$ cat src/design/plt_muldiv.sv
// floor(a * b / c) for a <= c, c > 0; one bit of b per cycle.
module plt_muldiv #(
	parameter int W = 32
) (
	input  logic         clk,
	input  logic         arst_n,
	input  logic         start,
	input  logic [W-1:0] a,
	input  logic [W-1:0] b,
	input  logic [W-1:0] c,
	output logic         done,
	output logic [W-1:0] q
);

	localparam int CNTW = $clog2(W + 1);

	logic [CNTW-1:0] cnt_q;
	logic            done_q;
	logic [W-1:0]    a_q, b_q, c_q, r_q, q_q;
	logic [W+1:0]    t, c1, c2;
	logic [W-1:0]    r_nx;
	logic [1:0]      k;
	logic            run;

	assign run = (cnt_q != '0);

	// remainder stays below c, so 2r + a stays below 3c
	always_comb begin
		t = {1'b0, r_q, 1'b0} + (b_q[W-1] ? {2'b00, a_q} : '0);
		c1 = {2'b00, c_q};
		c2 = {1'b0, c_q, 1'b0};
		if (t >= c2) begin
			r_nx = W'(t - c2);
			k = 2'd2;
		end else if (t >= c1) begin
			r_nx = W'(t - c1);
			k = 2'd1;
		end else begin
			r_nx = W'(t);
			k = 2'd0;
		end
	end

	always_ff @(posedge clk or negedge arst_n) begin
		if (!arst_n) begin
			cnt_q <= '0;
			done_q <= 1'b0;
		end else begin
			done_q <= run && (cnt_q == CNTW'(1));
			if (start) begin
				cnt_q <= CNTW'(W);
			end else if (run) begin
				cnt_q <= cnt_q - CNTW'(1);
			end
		end
	end

	always_ff @(posedge clk) begin
		if (start) begin
			a_q <= a;
			b_q <= b;
			c_q <= c;
			r_q <= '0;
			q_q <= '0;
		end else if (run) begin
			r_q <= r_nx;
			q_q <= {q_q[W-2:0], 1'b0} + W'(k);
			b_q <= {b_q[W-2:0], 1'b0};
		end
	end

	assign done = done_q;
	assign q = q_q;

endmodule

$ cat config.mk
export PLATFORM = sky130hd
export DESIGN_NAME = plt_muldiv
export DESIGN_NICKNAME = d
export VERILOG_FILES = /design/src/design/plt_muldiv.sv
export SDC_FILE = /design/constraint.sdc
export NUM_CORES = 1
export LEC_CHECK = 0
export ABC_AREA = 1
export BUFFER_PORTS_ARGS = -buffer_cell sky130_fd_sc_hd__buf_2
export CAP_MARGIN = 20
export CORE_ASPECT_RATIO = 0.8
export CORE_UTILIZATION = 40
export DETAILED_ROUTE_END_ITERATION = 8
export SYNTH_ARGS = -nofsm -noshare
export SYNTH_HDL_FRONTEND = slang
export SYNTH_SLANG_ARGS = --single-unit
$ cat constraint.sdc
create_clock -name clk -period 7.3 [get_ports clk]
set_input_delay 1.46 -clock clk [delete_from_list [all_inputs] [get_ports clk]]
set_output_delay 1.46 -clock clk [all_outputs]
set_load 0.02 [all_outputs]
# After elaboration in Yosys (flattened, before gate mapping)
# Index checks and enable logic that the tools add are counted.
[totals]
register_bits = 167
latch_bits = 0
ram_bits = 0
romBits = 0
input_bits = 99
output_inout_bits = 33
word_cells = 27
memories = 0
[classes]
addsub = 5
multipliers = 0
div_mod_pow = 0
magnitude_cmp = 2
eq_ne = 1
shift = 0
mux = 9
n_bitwise = 0
reduce_logical = 3
[ops]
columns = ["op", "count"]
rows = [
  ["32-bit 2-to-1 mux", 5],
  ["32-bit subtractor", 2],
  ["33-bit by 32-bit adder with 34-bit output", 1],
  ["34-bit by 32-bit >= comparator with 1-bit output", 1],
  ["34-bit by 33-bit >= comparator with 1-bit output", 1],
  ["32-bit by 2-bit adder with 32-bit output", 1],
  ["6-bit 2-to-1 mux", 2],
  ["6-bit by 1-bit == test with 1-bit output, second input constant", 1],
  ["6-bit nonzero test", 1],
  ["6-bit by 1-bit subtractor with 6-bit output, second input constant", 1],
  ["2-bit 2-to-1 mux", 1],
  ["2-bit nonzero test", 1],
  ["1-bit logical AND", 1],
  ["1-bit 2-to-1 mux", 1],
]

# Logic depth before layout (Yosys ltp)
[depth]
word_depth = 6
mapped_depth = 43
mapped_depth_nobuf = 41

# Least setup slack after synthesis
# Ideal clock, no wire load.
[synth_path]
path_type = "reg2reg"
from = "reg b_q[31]"
to = "reg q_q[25] (netlist: q[25])"
setup_time_ns = 0.058
t_arrival_ns = 4.989
required_time_ns = 7.242
path_slack_ns = 2.253
path_stages_with_launch = 40
path_buffers = 2
period_less_slack_ns = 5.047
cell_sequence = "edfxtp_1 -> clkbuf_1 -> nand2_1 -> inv_1 -> ha_1 -> fa_1 -> nand3_1 -> nand3_2 -> nand2_1 -> nand2_1 -> nand2_1 -> nand2_1 -> xor2_1 -> inv_1 -> ha_1 -> nand2_1 -> nor2_1 -> nand2_1 -> [... 4 more ...] -> nand2_2 -> nand2_1 -> nand2_2 -> buf_6 -> ha_1 -> ha_1 -> nand3_1 -> nor2_2 -> nand2_1 -> nor2_2 -> nand3_2 -> nor2_4 -> nand3_2 -> o21ai_1 -> inv_1 -> o21ai_1 -> o211ai_1 -> inv_1"
[synth_via]
elab_chain_len = 6
word_cells_on_any_way = 7
cone_classes = "add/sub: 2; order compare: 2; mux: 3"
[synth_rtl]
columns = ["element", "line", "text"]
rows = [
  ["start, declared", "19", "logic [W-1:0] a_q, b_q, c_q, r_q, q_q;"],
  ["start signal, assigned", "68", "b_q <= {b_q[W-2:0], 1'b0};"],
  ["32-bit 2-to-1 mux *", "29", "t = {1'b0, r_q, 1'b0} + (b_q[W-1] ? {2'b00, a_q} : '0);"],
  ["33-bit by 32-bit adder with 34-bit output *", "29", ""],
  ["34-bit by 32-bit >= comparator with 1-bit output", "35", "end else if (t >= c1) begin"],
  ["1-bit 2-to-1 mux", "35", ""],
  ["2-bit 2-to-1 mux *", "32", "if (t >= c2) begin"],
  ["32-bit by 2-bit adder with 32-bit output *", "67", "q_q <= {q_q[W-2:0], 1'b0} + W'(k);"],
  ["end signal, assigned", "67", ""],
  ["end, declared", "19", ""],
]
# Every way passes the cells marked *; elsewhere a longest branch is shown, timed or not.
# A chain may end at the register's enable or synchronous reset.

# Worst setup path after layout
# Same ends and word-level chain as after synthesis.

==> impl_results.md <==
- Outcome: complete, no violations
- Drt wl/cell: 17.21 microns
- Setup WS pre-CTS: 870.9 ps
- Initial Utilization: 0.4073
- CTS Buffer Depth: 2
- Switch share: 0.5376
- Root Buffer: clkbuf_16
- Fillers: 3714
- # rows: 61
- Post_cts resized: 0
- Clock-pin slew on the worst setup and hold paths: 80 ps
- Final Non-Filler Cells: 2738
- DRT antenna net count: 0
- Die area: 36200 sq um
- H-tree depth: 4
- Gr usage total: 0.2632
- Worst slew pin tran: 1068 ps
- Min Tclk post-route: 6402 ps
- Share of post-route cells with drive strength above 1: 0.1059
- Routed wire length: 47120 microns
- P_sw: 3618 uW
- Setup TNS: 0 ps
- DRC viols: 0
- Vias per cell: 5.155
- Slew margin rel.: 0.2860
- Synth Register Bits: 167
- WP buf/inv: 7
- Sequential fraction of the synthesis area: 0.3061
- Max rail drop VDD: 0.0001831 V
- Peak Freq: 0.1562 GHz
- Int Pwr: 3111 uW
- Port-buffer cells: 131
- Worst min path class: flip-flop to flip-flop
- Synth Cell Area: 14170 sq um
- Post-synth ARST share: 0.04192
- Cts hold-fix bufs: 0
- Final setup skew: 14.16 ps
- Area grow syn2layout: 11.93%
- Final hold vios: 0
- Critical path type: flip-flop to flip-flop
- Setup WS post-layout: 898.2 ps
- Part of the power in the clock network: 0.141
- Post-layout util: 0.4559
- DR vias: 14110
- Mapped Cells: 2140
- Detailed placer's ending HPWL: 37730 microns
- Vias in the first global route: 12740
- GPL Wtd Cong: 1.016
- IO Count: 132
- Final setup fails: 0
- Pwr dens: 424.1 nW/um^2
- Die Ht: 170.4 microns
- Mapped Nets: 2341
- LEAKAGE: 0.008560 uW
- Comb pwr share: 0.663
- CP dominant cell by count: nand2_1
- Max Cap Violations: 0
- Grt ovf: 0
- First-pass GRT wire length: 71900 microns
- Post CTS Setup Buffer Count: 0
- Unrepaired setup endpoints after global routing: false
- Syn Area/Cell: 6.624 sq um
- Diode count: 0
- Clock Latency Late Sink: 470 ps
- Antenna violations before repair: 0
- Most used DFF post-synth: edfxtp_1
- CTS tree: built
- Number of buffers created by CTS: 17
- Critical Path Source Type: flip-flop
- Total chip power: 6729 uW
- Reg area: 4339 sq um
- Core Footprint: 34800 sq um
- Final nets: 2454
- Chip width: 212.5 microns
- Crit share post-route: 0.8770
- Required @ worst endpoint: 7660 ps
- Initial DRC count: 1376
- Crit path largest cell delay: 620 ps
- Register share of total power: 0.196
- Crit-path leading delay family: simple AND/OR/NAND/NOR gates
- Slew Limit Fails: 0
- Largest net degree at the start of global routing: 73
- Worst path arrival time: 6760 ps
- Post-synth EDFFs: 96
- Yosys warnings: 0
- Synth unique cells: 49
- Slowest stage cell, crit path: edfxtp_1
- Pre-Repair DR Iteration Count: 5
- Multi-input gate area: 8182 sq um
- CP Max Fanout: 20
- Placed cells: 2705
- Sink Count: 167
- Worst Setup End Kind: flip-flop
==> worst paths after layout <==
kind,slack [ps],from,depth (start not counted),to
worst max-delay path,900,b_q[31],39,q[25]
worst min-delay path,480,r_q[27],2,r_q[27]
worst max register to register,900,b_q[31],39,q[25]
max in group asynchronous,6310,arst_n,1,cnt_q[5]
min in group asynchronous,820,arst_n,1,done
worst min register to register,480,r_q[27],2,r_q[27]
==> synth_stat cells, types with 3 or more instances <==
library cell / number / share of area
nand3_1: 119 / 0.042
o211ai_1: 4 / 0.0021
or2_2: 3 / 0.0013
o21ai_1: 8 / 0.0028
xor2_1: 52 / 0.032
nand2_1: 670 / 0.18
nor3_1: 23 / 0.0081
a21o_1: 8 / 0.0042
a21oi_1: 146 / 0.052
and2_1: 3 / 0.0013
o21ai_0: 76 / 0.027
edfxtp_1: 96 / 0.20
a21oi_2: 5 / 0.0031
o22ai_1: 4 / 0.0018
o21bai_1: 13 / 0.0069
nand3_2: 7 / 0.0049
clkbuf_1: 24 / 0.0064
nor2_1: 165 / 0.044
buf_6: 6 / 0.0048
inv_2: 9 / 0.0024
nand3b_1: 7 / 0.0037
nor2_4: 5 / 0.0040
dfxtp_1: 64 / 0.090
inv_1: 366 / 0.097
buf_2: 9 / 0.0032
xnor2_1: 24 / 0.015
nand2_2: 24 / 0.011
dfrtp_1: 7 / 0.012
fa_1: 3 / 0.0042
ha_1: 99 / 0.087
a21boi_0: 3 / 0.0016
buf_4: 4 / 0.0021
a22o_1: 3 / 0.0019
nor2_2: 7 / 0.0031
nand4_1: 54 / 0.024
==> cell type report <==
cell class / instances / area share
well taps: 472 / 0.03722
multi-input cells: 1552 / 0.5157
clock buffers: 19 / 0.02926
repair buffers: 140 / 0.04621
clock inverters: 13 / 0.009463
flip-flops and latches: 167 / 0.2735
inverters: 375 / 0.08872
==> stage by stage <==
stage | hold WS [ps] | instance area (sq um)
2_1_floorplan | 432.3 | 14170
3_3_place_gp | 449.0 | 15240
3_5_place_dp | 455.7 | 15240
5_1_grt | 486.4 | 15870
4_1_cts | 485.8 | 15850
6_report | 483.3 | 15870
==> state kept, by name (all words and copies together), names as in the netlist <==
register	flops
r_q	32
q	32
done	1
c_q	32
b_q	32
a_q	32
cnt_q	6
==> routing by layer <==
layer,part of all wire,up-vias,GRT usage,wire length (microns)
met4,0.018,0,0.07444,860
met1,0.49,6492,0.3996,23320
met3,0.082,42,0.04835,3843
li1,-,7071,-,-
met2,0.41,509,0.3718,19090
met5,0,-,0,0
==> cell families (layout without fill, tap and decap cells) <==
group,count (synthesis),in the layout,synth area share
xor gates and xnor gates,76,76,0.04696
buffers and inverters,421,547,0.1172
adders and majority gates,102,102,0.09162
DFF,167,167,0.3061
and+or+nand+nor,1096,1096,0.3301
AOI/OAI and AO/OA,278,278,0.1080
==> power groups by stage <==
stage	Sequential, uW	Clock [uW]	Combinational [uW]
after floorplan	1330	0	3170
after global placement	1340	0	4330
after detailed placement	1350	0	4340
after CTS	1330	967	4370
after global routing	1340	1000	4930
final	1320	949	4460
==> worst min-delay path: stages (launching register included) <==
cell	delay, ps
dfxtp_1	330
nand2_1	70
nand2_1	50
==> layout by cell type, fill, tap and decap left out, drive strengths merged <==
cell type / synthesis / final
a21boi: 4 / 4
a21o: 8 / 8
a21oi: 151 / 151
a22o: 3 / 3
a31oi: 2 / 2
a32oi: 2 / 2
and2: 3 / 3
and3: 1 / 1
buf: 21 / 140
clkbuf: 25 / 19
clkinv: 0 / 4
clkinvlp: 0 / 1
dfrtp: 7 / 7
dfxtp: 64 / 64
edfxtp: 96 / 96
fa: 3 / 3
ha: 99 / 99
inv: 375 / 383
nand2: 696 / 696
nand3: 127 / 127
nand3b: 7 / 7
nand4: 54 / 54
nor2: 177 / 177
nor3: 25 / 25
nor3b: 1 / 1
nor4: 2 / 2
o211ai: 4 / 4
o21a: 1 / 1
o21ai: 84 / 84
o21bai: 13 / 13
o22ai: 4 / 4
o311ai: 1 / 1
o32ai: 1 / 1
or2: 3 / 3
xnor2: 24 / 24
xor2: 52 / 52
Note: power is estimated with default switching activity, not from simulation.
