`src/design/plt_pkg.sv`:
```
package plt_pkg;

	localparam int CFG_BITS = 9;
	localparam int IDX_BITS = 8;
	localparam int SEG_OUT_BITS = 8;

	localparam logic [1:0] STATUS_OK = 2'd0;
	localparam logic [1:0] STATUS_INVALID = 2'd1;
	localparam logic [1:0] STATUS_CLAMPED = 2'd2;

	typedef enum logic [1:0] {
		OP_WRITE,
		OP_O2T,
		OP_T2O,
		OP_CLAMP
	} op_t;

	typedef enum logic [3:0] {
		S_IDLE,
		S_LO,
		S_HI,
		S_CLAMP,
		S_H1,
		S_H2,
		S_MID,
		S_P1,
		S_P2,
		S_PREP,
		S_PREP2,
		S_DIV
	} state_t;

endpackage

```
`src/design/plt_seq.sv`:
```
module plt_seq #(
	parameter int MAX_MARKERS = 256,
	parameter int POSITION_BITS = 32
) (
	input  logic                                  clk,
	input  logic                                  arst_n,
	input  logic                                  start,
	output logic                                  busy,
	input  logic [1:0]                            op,
	input  logic [plt_pkg::IDX_BITS-1:0]          entry_index,
	input  logic [POSITION_BITS-1:0]              entry_original,
	input  logic [POSITION_BITS-1:0]              entry_target,
	input  logic [POSITION_BITS-1:0]              position,
	input  logic [$clog2(MAX_MARKERS+1)-1:0]      n,
	input  logic                                  cfg_wr,
	output logic                                  ram_we,
	output logic [$clog2(MAX_MARKERS)-1:0]        ram_waddr,
	output logic [2*POSITION_BITS-1:0]            ram_wdata,
	output logic [$clog2(MAX_MARKERS)-1:0]        ram_raddr,
	input  logic [2*POSITION_BITS-1:0]            ram_rdata,
	output logic                                  div_start,
	output logic [POSITION_BITS-1:0]              div_a,
	output logic [POSITION_BITS-1:0]              div_b,
	output logic [POSITION_BITS-1:0]              div_c,
	input  logic                                  div_done,
	input  logic [POSITION_BITS-1:0]              div_q,
	output logic                                  done,
	output logic [POSITION_BITS-1:0]              result_position,
	output logic [plt_pkg::SEG_OUT_BITS-1:0]      segment_index,
	output logic [1:0]                            status
);

	import plt_pkg::*;

	localparam int PB = POSITION_BITS;
	localparam int AW = $clog2(MAX_MARKERS);
	localparam int CW = $clog2(MAX_MARKERS + 1);
	localparam int SW = AW + 2;

	state_t state_q, state_d;
	op_t    op_q;

	logic [PB-1:0] p_q, lo_q;
	logic [1:0]    stat_q;
	logic [2*PB-1:0] w0_q, w1_q;
	logic [AW-1:0] seg_q, mid_q, hint_idx_q;
	logic          hint_valid_q;
	logic signed [SW-1:0] first_q, last_q;
	logic [PB-1:0] span_q, offr_q, mag_q, d0_q;
	logic          neg_q;

	logic          done_q;
	logic [PB-1:0] res_q;
	logic [SEG_OUT_BITS-1:0] seg_out_q;
	logic [1:0]    status_q;

	logic [PB-1:0] rd_src, w0_src, w0_dst, w1_src, w1_dst;
	logic [PB-1:0] p_lo, p_clamp, p_upper;
	logic [1:0]    clamp_stat;
	logic          brk, go_up, hint_ok, acc;
	logic signed [SW-1:0] mid_sum, first_nx, last_nx;
	logic [AW-1:0] mid_w;
	logic [PB-1:0] span_d, offr_d, mag_d;
	logic          neg_d;

	logic          fin, set_hint, clr_hint;
	logic [PB-1:0] fin_res;
	logic [SEG_OUT_BITS-1:0] fin_seg;
	logic [1:0]    fin_stat;

	// memory word is {original, target}
	assign rd_src = (op_q == OP_O2T) ? ram_rdata[2*PB-1:PB] : ram_rdata[PB-1:0];
	assign w0_src = (op_q == OP_O2T) ? w0_q[2*PB-1:PB] : w0_q[PB-1:0];
	assign w0_dst = (op_q == OP_O2T) ? w0_q[PB-1:0] : w0_q[2*PB-1:PB];
	assign w1_src = (op_q == OP_O2T) ? w1_q[2*PB-1:PB] : w1_q[PB-1:0];
	assign w1_dst = (op_q == OP_O2T) ? w1_q[PB-1:0] : w1_q[2*PB-1:PB];

	assign acc = (state_q == S_IDLE) && start;
	assign busy = (state_q != S_IDLE);

	// a descending table can clamp low then high; the high bound wins
	always_comb begin
		p_lo = (p_q < lo_q) ? lo_q : p_q;
		p_clamp = (p_lo > rd_src) ? rd_src : p_lo;
		clamp_stat = ((p_q < lo_q) || (p_lo > rd_src)) ? STATUS_CLAMPED : STATUS_OK;
		p_upper = (p_q > rd_src) ? rd_src : p_q;
	end

	assign brk = (p_q >= w0_src) && (p_q <= rd_src);
	assign go_up = (p_q > rd_src);
	assign hint_ok = hint_valid_q && (CW'(hint_idx_q) <= (n - CW'(2)));

	assign mid_sum = first_q + last_q;
	assign mid_w = AW'(mid_sum >>> 1);
	assign first_nx = SW'(mid_q) + SW'(1);
	assign last_nx = SW'(mid_q) - SW'(1);

	always_comb begin
		span_d = w1_src - w0_src;
		offr_d = (p_q < w0_src) ? '0 : (p_q - w0_src);
		neg_d = (w1_dst < w0_dst);
		mag_d = neg_d ? (w0_dst - w1_dst) : (w1_dst - w0_dst);
	end

	assign ram_we = acc && (op == OP_WRITE) && (int'(entry_index) < MAX_MARKERS);
	assign ram_waddr = AW'(entry_index);
	assign ram_wdata = {entry_original, entry_target};

	assign div_a = (offr_q > span_q) ? span_q : offr_q;
	assign div_b = mag_q;
	assign div_c = span_q;

	always_comb begin
		state_d = state_q;
		ram_raddr = '0;
		div_start = 1'b0;
		fin = 1'b0;
		fin_res = '0;
		fin_seg = '0;
		fin_stat = STATUS_OK;
		set_hint = 1'b0;
		clr_hint = cfg_wr;
		case (state_q)
			S_IDLE: begin
				if (start) begin
					if (op == OP_WRITE) begin
						fin = 1'b1;
						clr_hint = 1'b1;
					end else if (n < CW'(3)) begin
						fin = 1'b1;
						fin_stat = STATUS_INVALID;
					end else if (op == OP_CLAMP) begin
						state_d = S_HI;
					end else begin
						state_d = S_LO;
					end
				end
			end
			S_LO: begin
				ram_raddr = '0;
				state_d = S_HI;
			end
			S_HI: begin
				ram_raddr = AW'(n - CW'(1));
				state_d = S_CLAMP;
			end
			S_CLAMP: begin
				if (op_q == OP_CLAMP) begin
					fin = 1'b1;
					fin_res = p_upper;
					fin_stat = (p_q > rd_src) ? STATUS_CLAMPED : STATUS_OK;
					state_d = S_IDLE;
				end else if (hint_ok) begin
					ram_raddr = hint_idx_q;
					state_d = S_H1;
				end else begin
					state_d = S_MID;
				end
			end
			S_H1: begin
				ram_raddr = AW'(hint_idx_q + AW'(1));
				state_d = S_H2;
			end
			S_H2: begin
				state_d = brk ? S_PREP : S_MID;
			end
			S_MID: begin
				ram_raddr = mid_w;
				state_d = S_P1;
			end
			S_P1: begin
				ram_raddr = AW'(mid_q + AW'(1));
				state_d = S_P2;
			end
			S_P2: begin
				if (brk) begin
					state_d = S_PREP;
				end else if (go_up) begin
					state_d = (first_nx > last_q) ? S_PREP : S_MID;
				end else begin
					state_d = (first_q > last_nx) ? S_PREP : S_MID;
				end
			end
			S_PREP: begin
				if (w1_src <= w0_src) begin
					fin = 1'b1;
					fin_res = w0_dst;
					fin_seg = SEG_OUT_BITS'(seg_q);
					fin_stat = stat_q;
					set_hint = 1'b1;
					state_d = S_IDLE;
				end else begin
					state_d = S_PREP2;
				end
			end
			S_PREP2: begin
				div_start = 1'b1;
				state_d = S_DIV;
			end
			S_DIV: begin
				if (div_done) begin
					fin = 1'b1;
					fin_res = neg_q ? (d0_q - div_q) : (d0_q + div_q);
					fin_seg = SEG_OUT_BITS'(seg_q);
					fin_stat = stat_q;
					set_hint = 1'b1;
					state_d = S_IDLE;
				end
			end
			default: begin
				state_d = S_IDLE;
			end
		endcase
	end

	always_ff @(posedge clk or negedge arst_n) begin
		if (!arst_n) begin
			state_q <= S_IDLE;
			done_q <= 1'b0;
			hint_valid_q <= 1'b0;
			hint_idx_q <= '0;
		end else begin
			state_q <= state_d;
			done_q <= fin;
			if (clr_hint) begin
				hint_valid_q <= 1'b0;
			end else if (set_hint) begin
				hint_valid_q <= 1'b1;
				hint_idx_q <= seg_q;
			end
		end
	end

	always_ff @(posedge clk) begin
		if (fin) begin
			res_q <= fin_res;
			seg_out_q <= fin_seg;
			status_q <= fin_stat;
		end
		case (state_q)
			S_IDLE: begin
				if (start) begin
					op_q <= op_t'(op);
					p_q <= position;
				end
			end
			S_HI: lo_q <= rd_src;
			S_CLAMP: begin
				p_q <= p_clamp;
				stat_q <= clamp_stat;
				first_q <= '0;
				last_q <= SW'(n) - SW'(2);
			end
			S_H1: w0_q <= ram_rdata;
			S_H2: begin
				w1_q <= ram_rdata;
				seg_q <= hint_idx_q;
			end
			S_MID: mid_q <= mid_w;
			S_P1: w0_q <= ram_rdata;
			S_P2: begin
				w1_q <= ram_rdata;
				seg_q <= mid_q;
				if (!brk) begin
					if (go_up) begin
						first_q <= first_nx;
					end else begin
						last_q <= last_nx;
					end
				end
			end
			S_PREP: begin
				span_q <= span_d;
				offr_q <= offr_d;
				neg_q <= neg_d;
				mag_q <= mag_d;
				d0_q <= w0_dst;
			end
			default: ;
		endcase
	end

	assign done = done_q;
	assign result_position = res_q;
	assign segment_index = seg_out_q;
	assign status = status_q;

endmodule

```
`config.mk`:
```
export PLATFORM = sky130hd
export DESIGN_NAME = plt_seq
export DESIGN_NICKNAME = d
export VERILOG_FILES = /design/src/design/plt_pkg.sv /design/src/design/plt_seq.sv
export SDC_FILE = /design/constraint.sdc
export NUM_CORES = 1
export LEC_CHECK = 0
export ABC_AREA = 1
export BUFFER_PORTS_ARGS = -buffer_cell sky130_fd_sc_hd__buf_2
export CAP_MARGIN = 20
export CORE_ASPECT_RATIO = 1.2
export CORE_MARGIN = 1
export CORE_UTILIZATION = 32
export CTS_CLUSTER_DIAMETER = 200
export DETAILED_ROUTE_END_ITERATION = 10
export GPL_TIMING_DRIVEN = 0
export PLACE_DENSITY = 0.61
export SLEW_MARGIN = 20
export SYNTH_ARGS = -nofsm -noshare
export SYNTH_HDL_FRONTEND = slang
export SYNTH_SLANG_ARGS = --single-unit
```
`constraint.sdc`:
```
create_clock -name clk -period 9.96 [get_ports clk]
set_clock_uncertainty 0.2 [all_clocks]
set_input_delay 0.996 -clock clk [delete_from_list [all_inputs] [get_ports clk]]
set_output_delay 0.996 -clock clk [all_outputs]
set_load 0.01 [all_outputs]
```
# Word-level counts from Yosys, hierarchy flattened
# Cells that the tools add are included.
# classes
n_addsub,14
magnitude_cmp,13
n_eq_ne,21
n_mux,67
n_bitwise,1
reduce_logical,20
# ops
operator,count
two-way mux 32 bit,15
subtractor 32 bit,5
> comparator 32 bit,3
< comparator 32 bit,3
case mux 32 bit (3 select lines),1
<= comparator 32 bit,2
case mux 32 bit (2 select lines),1
case mux 4 bit (12 select lines),1
two-way mux 10 bit,4
two-way mux 4 bit,10
case mux 10 bit (2 select lines),2
case mux 8 bit (5 select lines),1
adder 32 bit,1
greater-or-equal comparator 32 bit,1
two-way mux 8 bit,4
case mux 8 bit (2 select lines),2
adder 8 x 1 -> 8 bit (second input constant),2
== test 4 x 3 -> 1 bit (second input constant),4
== test 4 bit (second input constant),4
two-way mux 1 bit,15
two-way mux 2 bit,7
!= test 2 bit (second input constant),7
> comparator 10 bit,1
> comparator 10 x 9 -> 1 bit,1
other kinds (27),39
# totals
reg_bits,417
in_bits,216
word_cells,158

# Depth between registers and ports, before layout
# Gate-level depths: netlist of the first run.
# depth
ltp_word,7
ltp_mapped,28
mapped_depth_nobuf,26

# Least setup slack after synthesis of the first run
# No wires, ideal clock.
# synth_path
kind,reg-to-reg
start,register state_q[2]
end,"register res_q[0] (netlist: result_position[0]), enable pin"
setup_time_ns,0.401
t_arrival_ns,7.838
path_slack_ns,1.521
stages_incl_launch_ff,8
path_cell_list,dfrtp_1 -> nor2_1 -> inv_2 -> nor2_1 -> nand2_4 -> inv_6 -> nor2_8 -> nand2_1
# synth_between
elab_chain_cells,2
word_cells_on_any_way,5
cone_classes,eq/ne (3); mux (1); reduce/logical (1)
# synth_rtl
element,line_no,rtl
from (decl),plt_seq.sv:40,"state_t state_q, state_d;"
from (signal assigned),plt_seq.sv:223,state_q <= state_d;
== test 4 bit (tied with other cells),plt_seq.sv:123,case (state_q)
case mux 1 bit (4 select lines) *,plt_seq.sv:123,
via fin,plt_seq.sv:66,"logic fin, set_hint, clr_hint;"
to (signal assigned),plt_seq.sv:236,res_q <= fin_res;
to (decl),plt_seq.sv:53,logic [PB-1:0] res_q;
# The timed path passes the listed nets; every way through them passes the cells marked *.
# A chain may end at the register's enable or synchronous reset.

# Worst setup path in the final report of the first run
# layout_path
start,register op_q[0]
end,"register last_q[7], enable pin"
# layout_between
elab_chain_cells,6
word_cells_on_any_way,10
cone_classes,order compare (3); eq/ne (3); mux (2); reduce/logical (2)
# layout_rtl
element,line_no,rtl
from (decl),plt_seq.sv:41,op_t op_q;
from (signal assigned),plt_seq.sv:243,op_q <= op_t'(op);
== test 2 x 1 -> 1 bit *,"plt_seq.sv:72, plt_seq.sv:73",
two-way mux 32 bit (on tied branches),"plt_seq.sv:73, plt_seq.sv:72",
greater-or-equal comparator 32 bit / <= comparator 32 bit (equally long branches),plt_seq.sv:89,assign brk = (p_q >= w0_src) && (p_q <= rd_src);
logical AND 1 bit,plt_seq.sv:89,
!= test 2 bit (no line),--,
AND reduction 3 bit (no line) *,--,
to (signal assigned),plt_seq.sv:252,last_q <= SW'(n) - SW'(2);
to (signal assigned),plt_seq.sv:268,last_q <= last_nx;
to (decl),plt_seq.sv:48,"logic signed [SW-1:0] first_q, last_q;"
# Every way passes the cells marked *; elsewhere a longest branch is shown, timed or not.

==> reports/results.tsv, run 1 <==
stage	metric	value	unit
sta	RSZ-0062 raised after global routing	no	
logic_synthesis	Mapped Nets	4918	
power_and_ir_drop	P per Cell Area	285	nW/um2
route	drc violations	0	
clocking	clock-pin transition on the worst setup and hold timing paths	0.07	ns
layout	design area	39100	um2
floorplan	num ports	438	
setup_path	Crit Path Category	reg2reg	
sta	Hold WS	0.0645	ns
layout	Final #Nets	5344	
place	Detail Placement HPWL	117000	um
layout	Fill cells	10900	
floorplan	Initial Util	32.4	%
sta	max_slew headroom	13.6	%
sta	Final Max Slew Viols	0	
logic_synthesis	compound-cell area share of the yosys netlist	14.5	%
logic_synthesis	Synth area leaders	edfxtp_1 (36%), nand2_1 (12%), ha_1 (12%), inv_1 (7.1%), o21ai_0 (4.7%)	
grt	GRT overflow	0	
place	Cells after DPL	6123	
logic_synthesis	Warnings, synthesis	0	
setup_path	r2r endpoint	last_q[7]$_DFFE_PP_	
sta	endpoints failing setup	0	
logic_synthesis	simple logic cell fraction of the synthesized area	21.5	%
route	drt total wl	138000	um
sta	Peak Freq	0.156	GHz
logic_synthesis	Synth top area share	35.9	%
outcome	status	completed	
clocking	Clock Latency Late Sink	0.66	ns
flow_run	Max-Cap Viols	0	
place	port bufs	365	
hold_path	Hold Path Class	in2async	
setup_path	Req. time, crit path	10.03	ns
power_and_ir_drop	Max VDD drop	0.181	mV
logic_synthesis	library cells used by synthesis	54	
layout	most common cell after layout, fill and taps aside	nand2_1	
logic_synthesis	adder-cell share of the synthesized area	12.5	%
layout	Final Instance Count excl. Fillers	6237	
grt	gr usage total	25.4	%
clocking	clock buffer depth	3	
place	GP Congestion	0.988	
logic_synthesis	register area share after synthesis	36.9	%
layout	most frequent cells in the layout	nand2_1 (1104), inv_1 (635), edfxtp_1 (401), buf_2 (384), nor2_1 (326)	
clocking	clk root buf	clkbuf_16	
floorplan	core area	103000	um2
layout	area delta synth->final	16.6	%
clocking	post-CTS setup buffer count	0	
clocking	H-Tree Depth	2	
grt	largest net degree at the start of global routing	48	
setup_path	Worst setup startpoint	op_q[0]$_DFFE_PP_	
sta	min Tclk post-route	6.42	ns
setup_path	type of element capturing the critical path	flip-flop	
route	via/cell ratio	5.11	
floorplan	Die Wd	298	um
floorplan	Die H	357	um
sta	Least-Margin Pin Slew	1.28	ns
logic_synthesis	main combinational cell family by area after synthesis	simple AND/OR/NAND/NOR gates	
route	1st-pass router iterations	8	
logic_synthesis	Synth Area per Inst	7.68	um2
place	Cell Area, Placed	37400	um2
grt	vias in the first global route	30700	
route	drt wl/cell	22.2	um
route	initial drt markers	2662	
power_and_ir_drop	Lkg Pwr	0.0186	uW
logic_synthesis	mux cell area share after synthesis	0.119	%
grt	first-pass GRT wire length	197000	um
clocking	CTS buffer count	47	
sta	Final Hold Fails	0	
grt	initial antenna violation count	42	
logic_synthesis	Post-Synthesis Cells	4371	
logic_synthesis	cell taking the most area after synthesis	edfxtp_1	
layout	share of layout cells above drive strength 1	12.1	%
route	via count	31900	
setup_path	Critical Path AT	6.49	ns
floorplan	FP Rows	129	
clocking	CTS tree	yes	
setup_path	Crit Path Max Fanout	10	
sta	final worst path period share	64.4	%
logic_synthesis	#FFs+latches synth	415	
clocking	CTS Hold Bufs	0	
setup_path	Critical Path Start Type	flip-flop	
logic_synthesis	XOR/XNOR Fraction of Synth Area	4.20	%
route	Final ANT Viol Nets	0	
floorplan	die area	106000	um2
setup_path	CP endpoint	last_q[7]$_DFFE_PP_	
setup_path	r2r worst-path depth	21	
clocking	cells resized by post-CTS repair	0	
setup_path	r2r setup slk	3.54	ns
clocking	Clock Sinks	415	
setup_path	worst r2r src	op_q[0]$_DFFE_PP_	
logic_synthesis	cell area after synthesis	33600	um2
==> metal layers <==
layer	vias up	routed length, um	GRT usage, %
met3	314	10400	4.45
met4	26	10600	17.7
met5	-	158	0
li1	15400	-	-
met1	14800	51700	28.8
met2	1313	65400	43.5
==> per-stage QoR <==
step                      TNS (ns)  util (%)  worst slack, ns  total power (uW)
after detailed placement         0      36.2             3.65              9220
after floorplan                  0         -             1.52              6930
after CTS                        0      37.8             3.62             11100
after global routing             0      37.8             3.36             11900
after global placement     -249.72      35.9            -3.63              9110
final                            0      37.8             3.54             11100
==> registers in the layout (all words and copies together), names as in the netlist <==
signal           count
offr_q              32
stat_q               1
lo_q                32
seg_q                8
p_q                 32
segment_index        8
div_b               32
status               2
div_c               32
last_q              10
first_q              9
done                 1
state_q              4
hint_valid_q         1
result_position     32
op_q                 2
mid_q                8
d0_q                32
w1_q                64
neg_q                1
hint_idx_q           8
w0_q                64
==> where the power goes <==
part / leakage, uW / total, uW / switching [uW] / internal (uW)
sequential: 0.00386 / 2860 / 315 / 2550
combinational: 0.0139 / 6420 / 4430 / 1990
clock: 0.000789 / 1860 / 802 / 1060
==> logic make-up after synthesis <==
| kind of cell | Yosys count |
|---|---|
| multiplexers | 4 |
| buffers and inverters | 836 |
| flip-flops | 415 |
| AO/OA/AOI/OAI | 856 |
| adder cells (fa/ha/maj) | 331 |
| XOR/XNOR | 161 |
| AND/OR/NAND/NOR | 1768 |
==> how the worst min path moves through the flow <==
stage	end	slack (ns)	depth (start not counted)
2_1_floorplan	hint_valid_q$_DFFE_PN0P_	0.25	2
3_3_place_gp	hint_valid_q$_DFFE_PN0P_	0.27	2
3_5_place_dp	hint_valid_q$_DFFE_PN0P_	0.27	2
4_1_cts	hint_idx_q[4]$_DFFE_PN0P_	0.04	1
5_1_grt	hint_idx_q[4]$_DFFE_PN0P_	0.07	1
6_report	hint_idx_q[7]$_DFFE_PN0P_	0.06	1
==> cell type report <==
cell class	instances	area [um2]	area share, %
Antenna cell	26	65.1	0.166
Buffer	193	1030	2.64
Clock buffer	55	1240	3.16
Clock inverter	33	388	0.991
Inverter	643	2420	6.19
Multi-Input combinational cell	3120	17700	45.4
Sequential cell	415	12400	31.7
Tap cell	1375	1720	4.40
Timing Repair Buffer	377	2120	5.42
==> cell usage after synthesis (all sizes together) <==
cell     number
o21ai       328
a21boi       12
a221oi        4
buf          94
a41oi         1
and3          2
dfrtp        14
o221ai        4
o2111ai       8
nor4         20
o21bai       32
fa            6
inv         642
and2          2
nand3       200
clkinv        1
mux2i         4
nor3b         1
nand4        38
a31oi        20
ha          325
a21o         34
o22ai         3
xnor2        50
a22oi         3
o211ai       77
nor2        334
nand3b        7
a211oi        3
a21oi       309
or2           8
o21a         13
nand2      1117
clkbuf       99
nor3         39
edfxtp      401
xor2        111
a311oi        1
o31ai         4
==> critical path: stages (launching register included) <==
cell and delay (ns):
edfxtp_1 0.38, nand2_1 0.27, clkbuf_1 0.56, buf_2 0.34, clkbuf_1 0.42, clkbuf_1 0.55, nor2_1 0.08, a21oi_1 0.71
ha_1 0.30, inv_1 0.06, fa_1 0.40, nand3_1 0.10, nand2_1 0.10, nand2_1 0.09, nand2_1 0.10, nand2_1 0.07
nand2_1 0.12, nand2_1 0.11, nand3_1 0.29, nand2_1 0.26, o21ai_0 0.10, inv_1 0.41
No activity file was read; power rests on OpenSTA's default activity.
==> run 2: changes to the inputs <==
- ABC_AREA: 1 -> 0
- PLACE_DENSITY: 0.61 -> 0.62
- clock period: 9.96 -> 6.5 ns (I/O delays scaled with it)
==> reports/results.tsv, run 2 <==
stage	metric	value	unit	change
setup_path	worst r2r src	op_q[1]$_DFFE_PP_		
sta	Peak Freq	0.157	GHz	+0.64%
logic_synthesis	XOR/XNOR Fraction of Synth Area	4.94	%	+0.74 points
floorplan	Initial Util	32.4	%	about the same
setup_path	r2r worst-path depth	19		-9.5%
route	drt wl/cell	24.3	um	+9.8%
logic_synthesis	Synth top area share	38.8	%	+2.9 points
hold_path	Hold Path Cell Cnt	1		
logic_synthesis	Synth area leaders	edfxtp_1 (39%), ha_1 (13%), mux2_2 (5.5%), mux2i_1 (4.1%), xnor2_1 (3.3%)		
power_and_ir_drop	Max VDD drop	0.229	mV	+27%
grt	vias in the first global route	24400		-20%
logic_synthesis	adder-cell share of the synthesized area	13.5	%	+1.0 points
sta	Final Hold Fails	0		unchanged
sta	RSZ-0062 raised after global routing	no		
layout	top flop regs	w0_q (64), w1_q (64)		
layout	share of layout cells above drive strength 1	22.7	%	+11 points
setup_path	Critical Path AT	6.57	ns	+0.08 ns
route	Final ANT Viol Nets	0		unchanged
grt	first-pass GRT wire length	164000	um	-17%
logic_synthesis	Synth Area per Inst	10.4	um2	+36%
logic_synthesis	async set-or-reset flop fraction in the synthesized netlist	3.37	%	unchanged
logic_synthesis	most frequent cell after synthesis	edfxtp_1		
clocking	clk root buf	clkbuf_16		
place	Cell Area, Placed	34800	um2	-7.2%
clocking	CTS tree	yes		
route	1st-pass router iterations	5		-3
logic_synthesis	commonest cells in the netlist	edfxtp_1 (401), ha_1 (325), inv_1 (245), a21oi_1 (184)		
sta	Final Max Slew Viols	0		unchanged
outcome	status	completed		
hold_path	Hold Path Class	in2reg		
clocking	clock buffer depth	3		unchanged
place	Detail Placement HPWL	95700	um	-18%
floorplan	Die Wd	286	um	-3.8%
floorplan	FP Rows	124		-3.9%
sta	Least-Margin Pin Slew	1.12	ns	-0.163 ns
place	port bufs	363		-0.55%
clocking	CTS buffer count	46		-2.1%
layout	area delta synth->final	18.7	%	
sta	max_slew headroom	23.5	%	+9.8 points
logic_synthesis	main combinational cell family by area after synthesis	compound AO/OA/AOI/OAI gates		
flow_run	Max-Cap Viols	0		unchanged
logic_synthesis	#FFs+latches synth	415		unchanged
setup_path	Critical Path Start Type	flip-flop		
place	Cells after DPL	4624		-24%
layout	Final Util	38.5	%	+0.64 points
floorplan	core area	95700	um2	-7.5%
floorplan	Die H	343	um	-3.8%
sta	endpoints failing setup	0		unchanged
layout	Final Instance Count excl. Fillers	4756		-24%
logic_synthesis	Main synth FF type	edfxtp_1		
logic_synthesis	Mapped Nets	3526		-28%
sta	min Tclk post-route	6.38	ns	-0.0405 ns
logic_synthesis	Warnings, synthesis	0		unchanged
setup_path	type of element capturing the critical path	flip-flop		
logic_synthesis	register area share after synthesis	40.0	%	+3.0 points
place	GP Congestion	0.980		-0.86%
logic_synthesis	cell area after synthesis	31000	um2	-7.6%
setup_path	Req. time, crit path	6.69	ns	-3.34 ns
setup_path	r2r setup slk	0.12	ns	-3.42 ns
logic_synthesis	library cells used by synthesis	84		+56%
route	drc violations	0		unchanged
layout	most common cell after layout, fill and taps aside	edfxtp_1		
layout	Final #Nets	3993		-25%
logic_synthesis	simple logic cell fraction of the synthesized area	10.8	%	-11 points
hold_path	Hold Crit Endpoint	w0_q[48]$_DFFE_PN_		
clocking	Clock Latency Late Sink	0.65	ns	about the same
setup_path	Crit Path Max Fanout	10		unchanged
power_and_ir_drop	P per Cell Area	457	nW/um2	+61%
grt	initial antenna violation count	37		-12%
sta	final worst path period share	98.1	%	+34 points
layout	most frequent cells in the layout	edfxtp_1 (401), buf_2 (381), ha_1 (325), inv_1 (243), a21oi_1 (184)		
logic_synthesis	compound-cell area share of the yosys netlist	14.7	%	+0.24 points
logic_synthesis	cell taking the most area after synthesis	edfxtp_1		
floorplan	die area	98200	um2	-7.5%
logic_synthesis	mux cell area share after synthesis	10.0	%	+9.9 points
grt	gr usage total	22.9	%	-2.4 points
layout	design area	36800	um2	-5.9%
floorplan	num ports	438		unchanged
grt	largest net degree at the start of global routing	55		+15%
setup_path	r2r endpoint	div_b[17]$_DFFE_PP_		
setup_path	Crit Path Category	reg2reg		
logic_synthesis	Post-Synthesis Cells	2979		-32%
route	drt total wl	116000	um	-16%
route	via count	25500		-20%
clocking	Clock Sinks	415		unchanged
clocking	clock-pin transition on the worst setup and hold timing paths	0.07	ns	about the same
route	initial drt markers	2038		-23%
power_and_ir_drop	Lkg Pwr	0.0158	uW	-15%
hold_path	HP Start	ram_rdata[48]		
clocking	H-Tree Depth	2		unchanged
route	via/cell ratio	5.37		+5.0%
logic_synthesis	EDFF count, synth	401		unchanged
grt	GRT overflow	0		unchanged
sta	total negative setup slack	0	ns	unchanged
run 2: cell types whose count changed in the layout (fill, tap and decap cells not counted), moves of 67 or more:
cell	previous run	this run
o21ai_0	303	83
a21o_1	34	101
a21oi_1	309	184
nand3_1	200	65
inv_1	635	243
mux2i_1	4	121
mux2_2	0	151
nor2_1	326	156
o211ai_1	77	8
nand2_1	1104	154
run 2: cell type report:
type / count / area, um2
repair buffers: 422 / 2480
well taps: 1260 / 1580
clock inverters: 38 / 425
plain buffers: 171 / 990
inverters: 246 / 926
clock buffers: 48 / 1160
multi-input cells: 2144 / 16800
flip-flops and latches: 415 / 12400
fillers: 9391 / 58900
diodes: 12 / 30.0
run 2: repair_timing:
action                                  4_1_cts  5_1_grt
setup buffers                                 1        5
endpoints found under the hold margin        67        0
endpoints found under the setup margin      218       59
hold buffers                                 31        0
pin swaps                                     1        0
gates resized for setup                      32       16
run 2: routing by layer:
metal  GRT usage, %  vias to the layer above  share of wire [%]
met5              0                        -               0.35
met4           12.9                       62                6.5
met3           5.29                      269                8.1
met2           38.9                     1028                 47
met1           26.6                    12300                 38
li1               -                    11900                  -
run 2: cells by family after synthesis:
family                     after synthesis
AOI/OAI and AO/OA                      676
xor gates and xnor gates               175
adders and majority gates              331
buffers and inverters                  420
DFF                                    415
muxes                                  288
and+or+nand+nor                        674
run 2: power by group:
part	leakage (uW)	internal, uW	total [uW]	switching [uW]
Combinational	0.0112	3610	9580	5970
Sequential	0.00386	3990	4470	488
Clock	0.000755	1540	2790	1260
Total	0.0158	9130	16800	7710
run 2: through the flow:
stage               power, uW  hold WS, ns  worst slack [ns]
detailed placement      13900        0.296             -1.89
global placement        13700        0.298             -3.76
finish                  16800       0.0190             0.122
floorplan               10600        0.154            0.0112
CTS                     16800      0.00147            0.0162
global route            17800      0.00354           0.00711
run 2: how the worst max path moves through the flow:
stage,startpoint,endpoint
after floorplan,op_q[1]$_DFFE_PP_,result_position[0]$_DFFE_PP_
after global placement,op_q[1]$_DFFE_PP_,result_position[2]$_DFFE_PP_
after detailed placement,op_q[1]$_DFFE_PP_,result_position[8]$_DFFE_PP_
after CTS,p_q[9]$_DFFE_PP_,p_q[26]$_DFFE_PP_
after global routing,op_q[1]$_DFFE_PP_,div_b[17]$_DFFE_PP_
final,op_q[1]$_DFFE_PP_,div_b[17]$_DFFE_PP_
run 2: critical path, cell delays in order, from the launching register on:
cell	delay [ns]
edfxtp_1	0.42
nor2b_1	0.13
clkbuf_2	0.24
clkbuf_2	0.47
buf_2	0.56
mux2_2	0.45
ha_1	0.28
buf_2	0.21
and4_1	0.31
o211ai_1	0.18
nor4_1	0.37
o31a_1	0.30
o31a_1	0.19
o2111ai_2	0.16
a311oi_2	0.28
buf_2	0.35
buf_2	0.38
a211oi_1	0.11
a31oi_1	0.21
xor2_1	0.30
